==> config.mk <==
export PLATFORM = sky130hd
export DESIGN_NAME = fpc_merge
export DESIGN_NICKNAME = d
export VERILOG_FILES = /design/src/hdl/fpc_pkg.sv /design/src/hdl/fpc_merge.sv
export SDC_FILE = /design/constraint.sdc
export NUM_CORES = 1
export LEC_CHECK = 0
export BUFFER_PORTS_ARGS = -buffer_cell sky130_fd_sc_hd__buf_2
export CAP_MARGIN = 10
export CELL_PAD_IN_SITES_DETAIL_PLACEMENT = 1
export CELL_PAD_IN_SITES_GLOBAL_PLACEMENT = 1
export CORE_MARGIN = 4
export CORE_UTILIZATION = 35
export DETAILED_ROUTE_END_ITERATION = 16
export GPL_ROUTABILITY_DRIVEN = 0
export PLACE_DENSITY = 0.95
export SYNTH_ARGS = -nofsm -noshare
export SYNTH_HDL_FRONTEND = slang
export SYNTH_SLANG_ARGS = --single-unit
==> constraint.sdc <==
create_clock -name vclk -period 7.8
set_input_delay 0 -clock vclk [all_inputs]
set_output_delay 0 -clock vclk [all_outputs]
set_load 0.03 [all_outputs]
==> src/hdl/fpc_pkg.sv <==
// Package for the Fitch parsimony cost block.
// Holds operation codes, fixed field widths and the stack command and status types.
// No dependencies.
package fpc_pkg;

  localparam int VEC_W  = 64;
  localparam int COST_W = 16;
  localparam int CFG_W  = 5;
  localparam int OP_W   = 2;

  localparam logic [OP_W-1:0]   OP_PUSH    = 2'd0;
  localparam logic [OP_W-1:0]   OP_COMBINE = 2'd1;
  localparam logic [OP_W-1:0]   OP_FINISH  = 2'd2;

  localparam logic [COST_W-1:0] COST_MAX   = 16'hFFFF;
  localparam logic [CFG_W-1:0]  SITES_RST  = 5'd16;

  typedef struct packed {
    logic push;
    logic combine;
    logic clear;
  } stk_cmd_t;

  typedef struct packed {
    logic lt_two;
    logic full;
  } stk_stat_t;

endpackage

==> src/hdl/fpc_merge.sv <==
// Merging stage: counts the union steps of all lanes and adds them to the cost, saturating at COST_MAX.
// Depends on fpc_pkg.
module fpc_merge
  import fpc_pkg::*;
#(
  parameter int LANES = 16
) (
  input  logic [LANES-1:0]  steps,
  input  logic [COST_W-1:0] cost_in,
  output logic [COST_W-1:0] cost_out
);

  localparam int CNT_W = $clog2(LANES + 1);

  logic [CNT_W-1:0]  step_cnt;
  logic [COST_W:0]   cost_sum;

  always_comb begin
    step_cnt = '0;
    for (int l = 0; l < LANES; l++) begin
      step_cnt = step_cnt + CNT_W'(steps[l]);
    end
  end

  assign cost_sum = {1'b0, cost_in} + (COST_W+1)'(step_cnt);
  assign cost_out = cost_sum[COST_W] ? COST_MAX : cost_sum[COST_W-1:0];

endmodule

# After elaboration in Yosys (flattened, before gate mapping)
# Index checks and enable logic that the tools add are counted.
# Widths: inputs -> output; s select.
# op_classes
addsub	16
muxes	1
# ops
op	n
$add 5x1->5	11
$add 16x5->17	1
$mux 16	1
$add 4x1->5	1
$add 3x1->4	1
$add 2x1->3	1
$add 1x1->2	1
# totals
register_bits	0
inputBits	32
elab_cells	17

# Depth between registers and ports, before layout
# depth
word_depth	17
ltp_mapped	14
depth_no_buf	14

# Least setup slack after synthesis
# Ideal clock, no wire load.
# synth_path
kind	input to output
from	in steps[0]
to	out cost_out[14]
arrival_ns	3.868
t_required_ns	7.800
setup_slack_ns	3.932
stages	12
n_path_buf	0
path_cell_list	fa_1 > inv_1 > fa_1 > fa_1 > fa_1 > fa_1 > inv_1 > fa_1 > a211o_1 > a21oi_1 > nor2_1 > a31oi_1
# synth_between
elab_chain_cells	17
# synth_lines
item	line_no	source
from (decl)	fpc_merge.sv:8	input logic [LANES-1:0] steps,
$add 1x1->2	fpc_merge.sv:21	step_cnt = step_cnt + CNT_W'(steps[l]);
$add 2x1->3	fpc_merge.sv:21	
$add 3x1->4	fpc_merge.sv:21	
$add 4x1->5	fpc_merge.sv:21	
$add 5x1->5 (11 in series)	fpc_merge.sv:21	
$add 16x5->17	fpc_merge.sv:25	assign cost_sum = {1'b0, cost_in} + (COST_W+1)'(step_cnt);
$mux 16	fpc_merge.sv:26	assign cost_out = cost_sum[COST_W] ? COST_MAX : cost_sum[COST_W-1:0];
to (decl)	fpc_merge.sv:10	output logic [COST_W-1:0] cost_out
# No other way between the ends.

# Final worst setup path
# layout_path
from	in steps[0]
to	out cost_out[13]
# The elaborated chain is that of the path after synthesis.

==> run summary <==
The number of warnings reported in the yosys synthesis log is 0. The number of placement rows came out at 17. In the synthesized netlist, the number of instances is 109. The worst hold path class is in2out. The synthesized area per cell came out at 7.94 um^2. The total nets after synthesis came out at roughly 160. The first detailed-routing pass took 2 iterations. The via count of the routed design came out at 918. The final hold violation count is 0. The share of final-layout standard cells stronger than drive strength 1 came out at 37.2%. The number of gates resized after CTS came out at 0. The power per unit of standard cell area came out at 283 nW/um^2. The top fanout value on the critical path is 13. The routed design uses around 1.5 mm of met2 wire. The setup-violating endpoint count in the final report came out at 0. Setup repair after global routing left no endpoint under its margin.

The relative slew slack came out at 72.5%. The critical path ends at cost_out[13]. The routed length on met3 is 82 um. After detailed routing, no signal wire sits above met4.

The endpoint required time on the critical path came out at approximately 7.8 ns. The final period utilization came out at between 50% and 60%. The average detailed-routed wire length per instance is 14.1 um. The layout sequential cell count is 0. The floorplan step defined a die boundary enclosing ~3300 um^2. The area growth from synthesis to layout is 30.5%. The post-synthesis instance area came out at between 800 and 900 um^2.

Sorting the synthesized cells by area gives the leading types as fa_1, ha_1, inv_1. The worst hold-check slack is 0.393 ns. The initial antenna violation count came to 0.

The number of antenna diodes in the final layout is 0. The launch point of the worst hold path is cost_in[11]. The die is about 58 um tall. The highest clock frequency the design can meet came out at 0.228 GHz. Once layout is complete, the utilization of the core stands at approximately half.

The sequential fraction of the synthesis area is 0%. The number of hold buffers added after cts came out at 0. The wire length on met1 is 926 um. The summed area of non-filler cells in the final layout came out at 1130 um^2. The signal arrival time at the worst endpoint came out at 4.38 ns. Of all cell types, the one taking the most synthesized area is fa_1.

The number of global-route vias before repair came out at 1054. The largest net degree at the start of global routing came out at 14. The setup path with the least slack is of type in2out. Adding up every negative setup slack in the final design gives 0 ns. The number of nets in the layout is 210. The boundary pin count came out at 48.

The global-route total usage across every layer is 16.5%. The category of the worst setup path capture point is an output pin. OpenSTA, run right after detailed placement, puts the worst setup slack at 3.40 ns. The detailed-route wire length came out at 2.59 mm. The half-perimeter wire length after placement is around 2.4 mm. For this configuration, the core starts out at a cell density of a little under two fifths. The detailed-route DRC error count came out at 0. The leakage power summed over all cells is 0.641 nW.

The via count normalized by instance count came out at 4.99. For the pin with the worst max-slew slack, the measured transition is about 0.41 ns. The post-CTS setup buffer count came out at 0. The global route total overflow is 0. The library cells used most frequently in the layout, excluding fill and tap cells, are buf_2, inv_1, fa_1. The final critical-path required period is roughly 4.4 ns. The area taken by flip-flops and latches came out at 0 um^2. The origin of the worst setup path is steps[0]. The count of max-cap constraint violations came out at 0. In the post-route analysis, the smallest setup slack over all paths is approximately 3.4 ns. The initial DRC count is 9. In this run the tool buffered the top-level ports with 48 buffer cells. The worst setup path is launched from an input pin. The flow ran to the end, and the final reports show no timing, DRC or antenna violations. The width of the die is 57.7 um. The number of distinct library cells after synthesis came out at 28. IR analysis of the VDD net gives a maximum drop of 0.284 mV.

The core region is around 2300 um^2. The area fraction of the dominant cell type after synthesis is 27.7%. The max-slew violation total from the final report is 0.

The first global-routing pass estimated approximately 4.5 mm of wire. After detailed placement, the total cell area comes to 1130 um^2. Leaving out fill and tap cells, the most frequent cell in the layout is buf_2. The layout has 0 clock buffers. The post-route antenna net violation count came out at 0.
[critical path, cell delays in order]
cell	delay, ns
buf_2	0.11
fa_1	0.53
inv_1	0.05
fa_1	0.54
fa_1	0.44
fa_1	0.51
fa_1	0.18
inv_1	0.06
fa_1	0.42
a211o_1	0.31
a21oi_1	0.34
or4b_4	0.33
nand2_1	0.08
mux2_1	0.30
buf_2	0.18
[power by group]
part	total (W)	switching, W	internal [W]
registers	0	0	0
clock network	0	0	0
logic	0.000320	0.000199	0.000120
[cells in the mapped netlist, drive strengths merged]
master and number:
o311ai 1, inv 25, nor2 6, nor2b 3
nor3 3, xnor2 4, a211o 1, nand3 2
a21o 1, fa 12, and3 1, buf 1
a21oi 5, nand2b 1, o31ai 1, or4b 1
ha 8, o21a 5, mux2 4, xor2 2
nand2 14, and4 1, o31a 1, o21ai 3
a31oi 2, o211a 1
[metal layers]
metal	up-vias	global-route usage (%)
li1	449	-
met1	440	17.8
met2	21	34.2
met3	8	1.11
met4	0	3.31
met5	-	0
[cells by family after synthesis]
group | synth area share [%]
compound gates | 17.2
xor+xnor | 6.07
fa+ha+maj | 39.3
buf+inv | 12.1
mux | 5.20
simple gates | 20.1
[how the worst min path moves through the flow]
stage	end	slack, ns	depth (start not counted)
global route	cost_out[7]	0.42	3
finish	cost_out[11]	0.39	3
CTS	cost_out[11]	0.40	3
global placement	cost_out[11]	0.38	3
floorplan	cost_out[10]	0.21	2
detailed placement	cost_out[7]	0.40	3
[stage by stage]
step | power, W | instances
finish | 0.000320 | 184
global route | 0.000354 | 184
CTS | 0.000324 | 184
detailed placement | 0.000322 | 184
global placement | 0.000305 | 184
floorplan | 0.000237 | 109
[layout make-up]
class                      count  area, um^2
fill                         300        1150
multi-input combinational     83         761
timing repair buffer          48         240
inverter                      25        93.8
tap                           28        35.0
(Power assumes the default switching activity.)
