File: config.mk
export PLATFORM = sky130hd
export DESIGN_NAME = fpc_lane
export DESIGN_NICKNAME = d
export VERILOG_FILES = /design/src/hdl/fpc_lane.sv
export SDC_FILE = /design/constraint.sdc
export NUM_CORES = 1
export LEC_CHECK = 0
export BUFFER_PORTS_ARGS = -buffer_cell sky130_fd_sc_hd__buf_2
export CORE_AREA = 2 2 39 41
export DETAILED_ROUTE_END_ITERATION = 8
export DIE_AREA = 0 0 41 43
export GPL_ROUTABILITY_DRIVEN = 0
export MAX_ROUTING_LAYER = met4
export PLACE_DENSITY = 0.43
export SLEW_MARGIN = 15
export SYNTH_ARGS = -nofsm -noshare
export SYNTH_HDL_FRONTEND = slang
export SYNTH_SLANG_ARGS = --single-unit
File: constraint.sdc
create_clock -name vclk -period 0.8
set_input_delay 0.16 -clock vclk [all_inputs]
set_output_delay 0.16 -clock vclk [all_outputs]
set_load 0.02 [all_outputs]
File: src/hdl/fpc_lane.sv
// One site lane of the Fitch combine: intersection, or union with a step; an inactive lane gives zero.
// Depends on nothing but its parameter.
module fpc_lane #(
  parameter int STATE_BITS = 4
) (
  input  logic                  active,
  input  logic [STATE_BITS-1:0] set_a,
  input  logic [STATE_BITS-1:0] set_b,
  output logic [STATE_BITS-1:0] parent,
  output logic                  union_step
);

  logic [STATE_BITS-1:0] both;

  assign both       = set_a & set_b;
  assign union_step = active && (both == '0);

  always_comb begin
    if (!active) begin
      parent = '0;
    end else if (both == '0) begin
      parent = set_a | set_b;
    end else begin
      parent = both;
    end
  end

endmodule

# ---- Word level (Yosys, flattened, before mapping)
# Index checks and enable logic that the tools add are counted.
dict set report classes {
  muxes 2
  n_bitwise 2
  n_reduce_logical 2
}
# operator count
set op_table {}
lappend op_table {{$mux W4} 2}
lappend op_table {{$and A4 B4 Y4} 1}
lappend op_table {{$logic_not A4 Y1} 1}
lappend op_table {{$or A4 B4 Y4} 1}
lappend op_table {{$logic_and A1 B1 Y1} 1}
dict set report word_totals {
  reg_bits 0
  input_bits 9
  wordCells 6
}

# ---- Depth between registers and ports, before layout
# Gate-level depths: netlist (run 1).
dict set report depth {
  word_depth 4
  depth_mapped 3
  ltp_nobuf 3
}

# ---- Worst setup path before layout (run 1)
# OpenSTA, ideal clock, no wires.
dict set report synth_timing {
  path_type {input to output}
  startpoint {input port set_a[0]}
  endpoint {output port parent[0]}
  arrival_ps 843
  required_time_ps 640
  path_slack_ps -203
  path_stages 3
  path_buffers 0
  cell_sequence {a22oi_4 > a21oi_1 > o21ai_1}
}
dict set report synth_between {
  elab_chain_cells 4
}
# element line
set synth_rtl {}
lappend synth_rtl {{from (decl)} 7} ;# input logic [STATE_BITS-1:0] set_a,
lappend synth_rtl {{$and A4 B4 Y4} 15} ;# assign both = set_a & set_b;
lappend synth_rtl {{$logic_not A4 Y1} 21} ;# end else if (both == '0) begin
lappend synth_rtl {{$mux W4 *} 21}
lappend synth_rtl {{$mux W4 *} 19} ;# if (!active) begin
lappend synth_rtl {{to (decl)} 9} ;# output logic [STATE_BITS-1:0] parent,
# Mark *: on every way between the ends. The rest lies on a longest branch, timed or not.

# ---- Worst setup path after layout (run 1)
dict set report layout_timing {
  startpoint {input port set_a[0]}
  endpoint {output port parent[3]}
}
dict set report layout_between {
  elab_chain_cells 4
}
# element line
set layout_rtl {}
lappend layout_rtl {{$and A4 B4 Y4} 15}
lappend layout_rtl {{$logic_not A4 Y1} 21}
lappend layout_rtl {{$mux W4} 21}
lappend layout_rtl {{$mux W4} 19}
# Every way passes these cells.

==> results of run 1 <==
## logic make-up after synthesis
logic type             after synthesis  synth area share (%)
AO/OA/AOI/OAI                       10                  61.7
AND/OR/NAND/NOR                      9                  35.5
buffers and inverters                1                  2.80
## layout make-up
class | instances | area, µm²
repair buffers | 18 | 183
fillers | 160 | 992
multi-input cells | 21 | 189
well taps | 16 | 20.0
## synthesized netlist by cell type (all sizes together)
cell type  number  area [µm²]
and3            1        7.51
nand2           4        15.0
o21ai           4        20.0
nand4           4        25.0
a22oi           2        42.5
buf             1        3.75
a21oi           4        20.0
## worst min-delay path, stage by stage
cell     delay [ns]
buf_6          0.10
nand2_1        0.06
o21ai_2        0.05
buf_6          0.12
## what timing repair did
action,4_1_cts,5_1_grt
gates cloned,2,0
pin swaps,7,5
endpoints found under the setup margin,5,5
gates resized for setup,29,2
## routing by layer
layer  GRT usage [%]  wire, µm  up-vias
li1                -         -      125
met1            11.1       252      116
met2            11.9       319        7
met3               0        42        0
met4               0         0        0
met5               -         0        -
## per-stage QoR
step | power, mW | TNS, ns
2_1_floorplan | 0.0954 | -0.455
3_5_place_dp | 0.175 | -1.62
3_3_place_gp | 0.174 | -1.63
5_1_grt | 0.277 | -1.51
6_report | 0.261 | -1.29
4_1_cts | 0.255 | -1.24
## power by group through the flow
stage,sequential (mW),combinational [mW],clock (mW)
after floorplan,0,0.0954,0
after global placement,0,0.174,0
after detailed placement,0,0.175,0
after CTS,0,0.255,0
after global routing,0,0.277,0
final,0,0.261,0
## worst min path at each step
stage                end  slack [ns]  cells after the start
2_1_floorplan  parent[0]        0.47                      2
3_3_place_gp   parent[0]        0.72                      4
3_5_place_dp   parent[0]        0.72                      4
4_1_cts        parent[2]        0.68                      4
5_1_grt        parent[3]        0.68                      4
6_report       parent[3]        0.66                      4
==> results.cfg, run 1 <==
[timing]
hold_viol_final = 0
worst_slack_ns = -0.282
worst_pin_slew_ns = 0.266
finalCritPeriodShare_pct = 135
final_max_slew_viol_count = 0
slew_headroom_pct = 82.3
max_freq_mhz = 924
rsz0062_at_grt = true
post-route-min-period_ns = 1.08
setup_viol = 5
holdWs_ns = 0.663

[layout]
nFlopsAndLatches = 0
nClkBuffers = 0
diodes = 0
final_common_cell = buf_6
syn2layout_area_growth_pct = 193
finish.instance_area_um2 = 392
regArea_um2 = 0
final_cell_mix = buf_6, buf_4
drive_above_1_share_pct = 79.5
finalNonFillerCells = 55
nets = 50
final_util_pct = 28.3

[critical_path]
crit_path_max_incr_delay_ns = 0.28
crit_fanout = 5
worstSetupEndpointType = output port
required_ns = 0.64
crit_start = set_a[0]
startpoint_type = input port
crit_arrival_ns = 0.92
crit_path_end = parent[3]
path_depth = 5
crit_family = compound AO/OA/AOI/OAI gates
slowest_stage = a22oi_4
critPathBufInv = 2
path_class = in -> out
cp_cell_sequence = buf_8, a22oi_4, a21oi_2, o21ai_2, buf_6

[status]
status = complete, but fails checks
failed_checks = setup timing

[clock_tree]
ctsHoldBuffers = 0
post_cts_buffers = 0

[global_route]
grt_pass1_vias = 227
antenna_found_initial = 0
grt_first_pass_wirelength_um = 966
gr-total-overflow = 0
grtUsageTotal_pct = 7.47
grt_max_degree = 10

[pwr]
clkPwrFrac_pct = 0
cellInternalPower_mw = 0.135
powerDensity_mw_per_mm2 = 666
combPwrFrac_pct = 100.0
swShare_pct = 48.1
p_sw_mw = 0.125
vdd_drop_max_mv = 0.181
pwr-share-seq_pct = 0
p_leak_nw = 0.174

[floorplanning]
start_util_pct = 9.67
core_area_mm2 = 0.00138
die_w_um = 41
rows = 14
die_h_um = 43
ios = 14
die_area_mm2 = 0.00176

[route]
wire_per_inst_um = 11.2
drt_iter0_markers = 3
vias_per_cell = 4.51
drc_errors = 0
drt-total-wl_um = 615
firstDrtPassIters = 3
dr_total_vias = 248
antenna_left = 0

[place]
numPortBuffers = 14
dpl_worst_slack_ns = -0.339
placed_cell_area_um2 = 265
dp.cells = 53
dpl.hpwl_um = 374

[logic_synthesis]
synth_cells = 20
yosysSeqAreaShare_pct = 0
ys_types = 7
yosys_warnings = 0
syn_nets = 29
postSynthAreaPerCell_um2 = 6.69
syn_area_um2 = 134

[min_path]
hold_start = set_b[3]
hold_path.class = in -> out

[run]
max-cap-violations = 0
No activity file was read; power rests on OpenSTA's default activity.
==> run 2: changes to the inputs <==
SKIP_LAST_GASP = 1   (was not set)
==> results.cfg, run 2 (same netlist as run 1, synthesis figures left out) <==
[route]
vias_per_cell = 4.44
drt-total-wl_um = 606
drt_iter0_markers = 0
drc_errors = 0
dr_total_vias = 244
firstDrtPassIters = 1
antenna_left = 0
wire_per_inst_um = 11.0

[floorplanning]
ios = 14
rows = 14
die_h_um = 43
die_area_mm2 = 0.00176
core_area_mm2 = 0.00138
start_util_pct = 9.67
die_w_um = 41

[pwr]
vdd_drop_max_mv = 0.180
clkPwrFrac_pct = 0
swShare_pct = 48.6
finalPower_mw = 0.256
p_leak_nw = 0.172
powerDensity_mw_per_mm2 = 664
combPwrFrac_pct = 100.0
cellInternalPower_mw = 0.131
pwr-share-seq_pct = 0
p_sw_mw = 0.125

[critical_path]
crit_path_max_incr_delay_ns = 0.28
worstSetupEndpointType = output port
crit_fanout = 5
slowest_stage = a22oi_4
path_class = in -> out
required_ns = 0.64
critPathBufInv = 2
crit_arrival_ns = 0.92
startpoint_type = input port
cp_cell_sequence = buf_8, a22oi_4, a21oi_2, o21ai_2, buf_6
crit_family = compound AO/OA/AOI/OAI gates

[place]
numPortBuffers = 14
dpl.hpwl_um = 374
dp.cells = 53

[layout]
final_common_cell = buf_6
regArea_um2 = 0
finalNonFillerCells = 55
nFlopsAndLatches = 0
diodes = 0
final_cell_mix = buf_6, buf_4
drive_above_1_share_pct = 79.5
n_fill_cell = 161
syn2layout_area_growth_pct = 188
nets = 50
nClkBuffers = 0
multi_input_area_um2 = 189

[timing]
max_freq_mhz = 925
setup_viol = 5
hold_viol_final = 0
final_max_slew_viol_count = 0
post-route-min-period_ns = 1.08
worst_slack_ns = -0.281
finalCritPeriodShare_pct = 135
rsz0062_at_grt = true
slew_headroom_pct = 82.3
worst_pin_slew_ns = 0.265

[global_route]
grt_max_degree = 10
top_usage_layer = met2
gr-total-overflow = 0
grt_pass1_vias = 229
antenna_found_initial = 0
grtUsageTotal_pct = 7.37
grt.met1_usage_pct = 10.8
grt_first_pass_wirelength_um = 952
use_met2_pct = 11.9
grtUsageMet3_pct = 0

[min_path]
hold_path.class = in -> out

[status]
failed_checks = setup timing
status = complete, but fails checks

[clock_tree]
post_cts_buffers = 0
ctsHoldBuffers = 0

[run]
max-cap-violations = 0
run 2: changes by cell type in the layout (fill, tap and decap cells not counted):
cell,delta
buf_2,+1
buf_6,-1
run 2: final cells by class:
class	count	share of cell area, %
repair buffers	18	45.8
well taps	16	5.19
multi-input cells	21	49.0
run 2: what timing repair did:
| item | in CTS | in global routing |
|---|---|---|
| pin swaps | 7 | 6 |
| endpoints found under the setup margin | 5 | 5 |
| resized for setup | 28 | 1 |
| cloned | 2 | 0 |
| endpoints found under the hold margin | 0 | 0 |
run 2: per-layer routing:
metal | part of all wire (%) | up-vias
li1 | - | 125
met1 | 42 | 112
met2 | 51 | 7
met3 | 6.9 | 0
met4 | 0 | 0
met5 | 0 | -
run 2: final timing paths:
check                     from   endpoint  slack, ns  depth (start not counted)
worst min-delay path  set_b[3]  parent[3]       0.66                          4
worst max-delay path  set_a[0]  parent[3]      -0.28                          5
run 2: through the flow:
step / hold WS, ns / setup WS (ns) / utilization (%) / cell area, µm² / setup TNS, ns
after floorplan: 0.473 / -0.105 / - / 149 / -0.455
after global placement: 0.716 / -0.336 / 19.2 / 265 / -1.63
after detailed placement: 0.717 / -0.339 / 19.2 / 265 / -1.62
after CTS: 0.680 / -0.270 / 27.6 / 382 / -1.25
after global routing: 0.683 / -0.324 / 27.8 / 385 / -1.51
final: 0.663 / -0.281 / 27.8 / 385 / -1.28
run 2: tightest hold or removal path, cell delays in order:
cell and delay, ns:
buf_6 0.10, nand2_1 0.06, o21ai_2 0.05, buf_6 0.12
run 2: power groups by stage:
stage / clock [mW] / sequential, mW / combinational [mW]
detailed placement: 0 / 0 / 0.175
floorplan: 0 / 0 / 0.0954
global placement: 0 / 0 / 0.174
CTS: 0 / 0 / 0.253
global route: 0 / 0 / 0.272
finish: 0 / 0 / 0.256
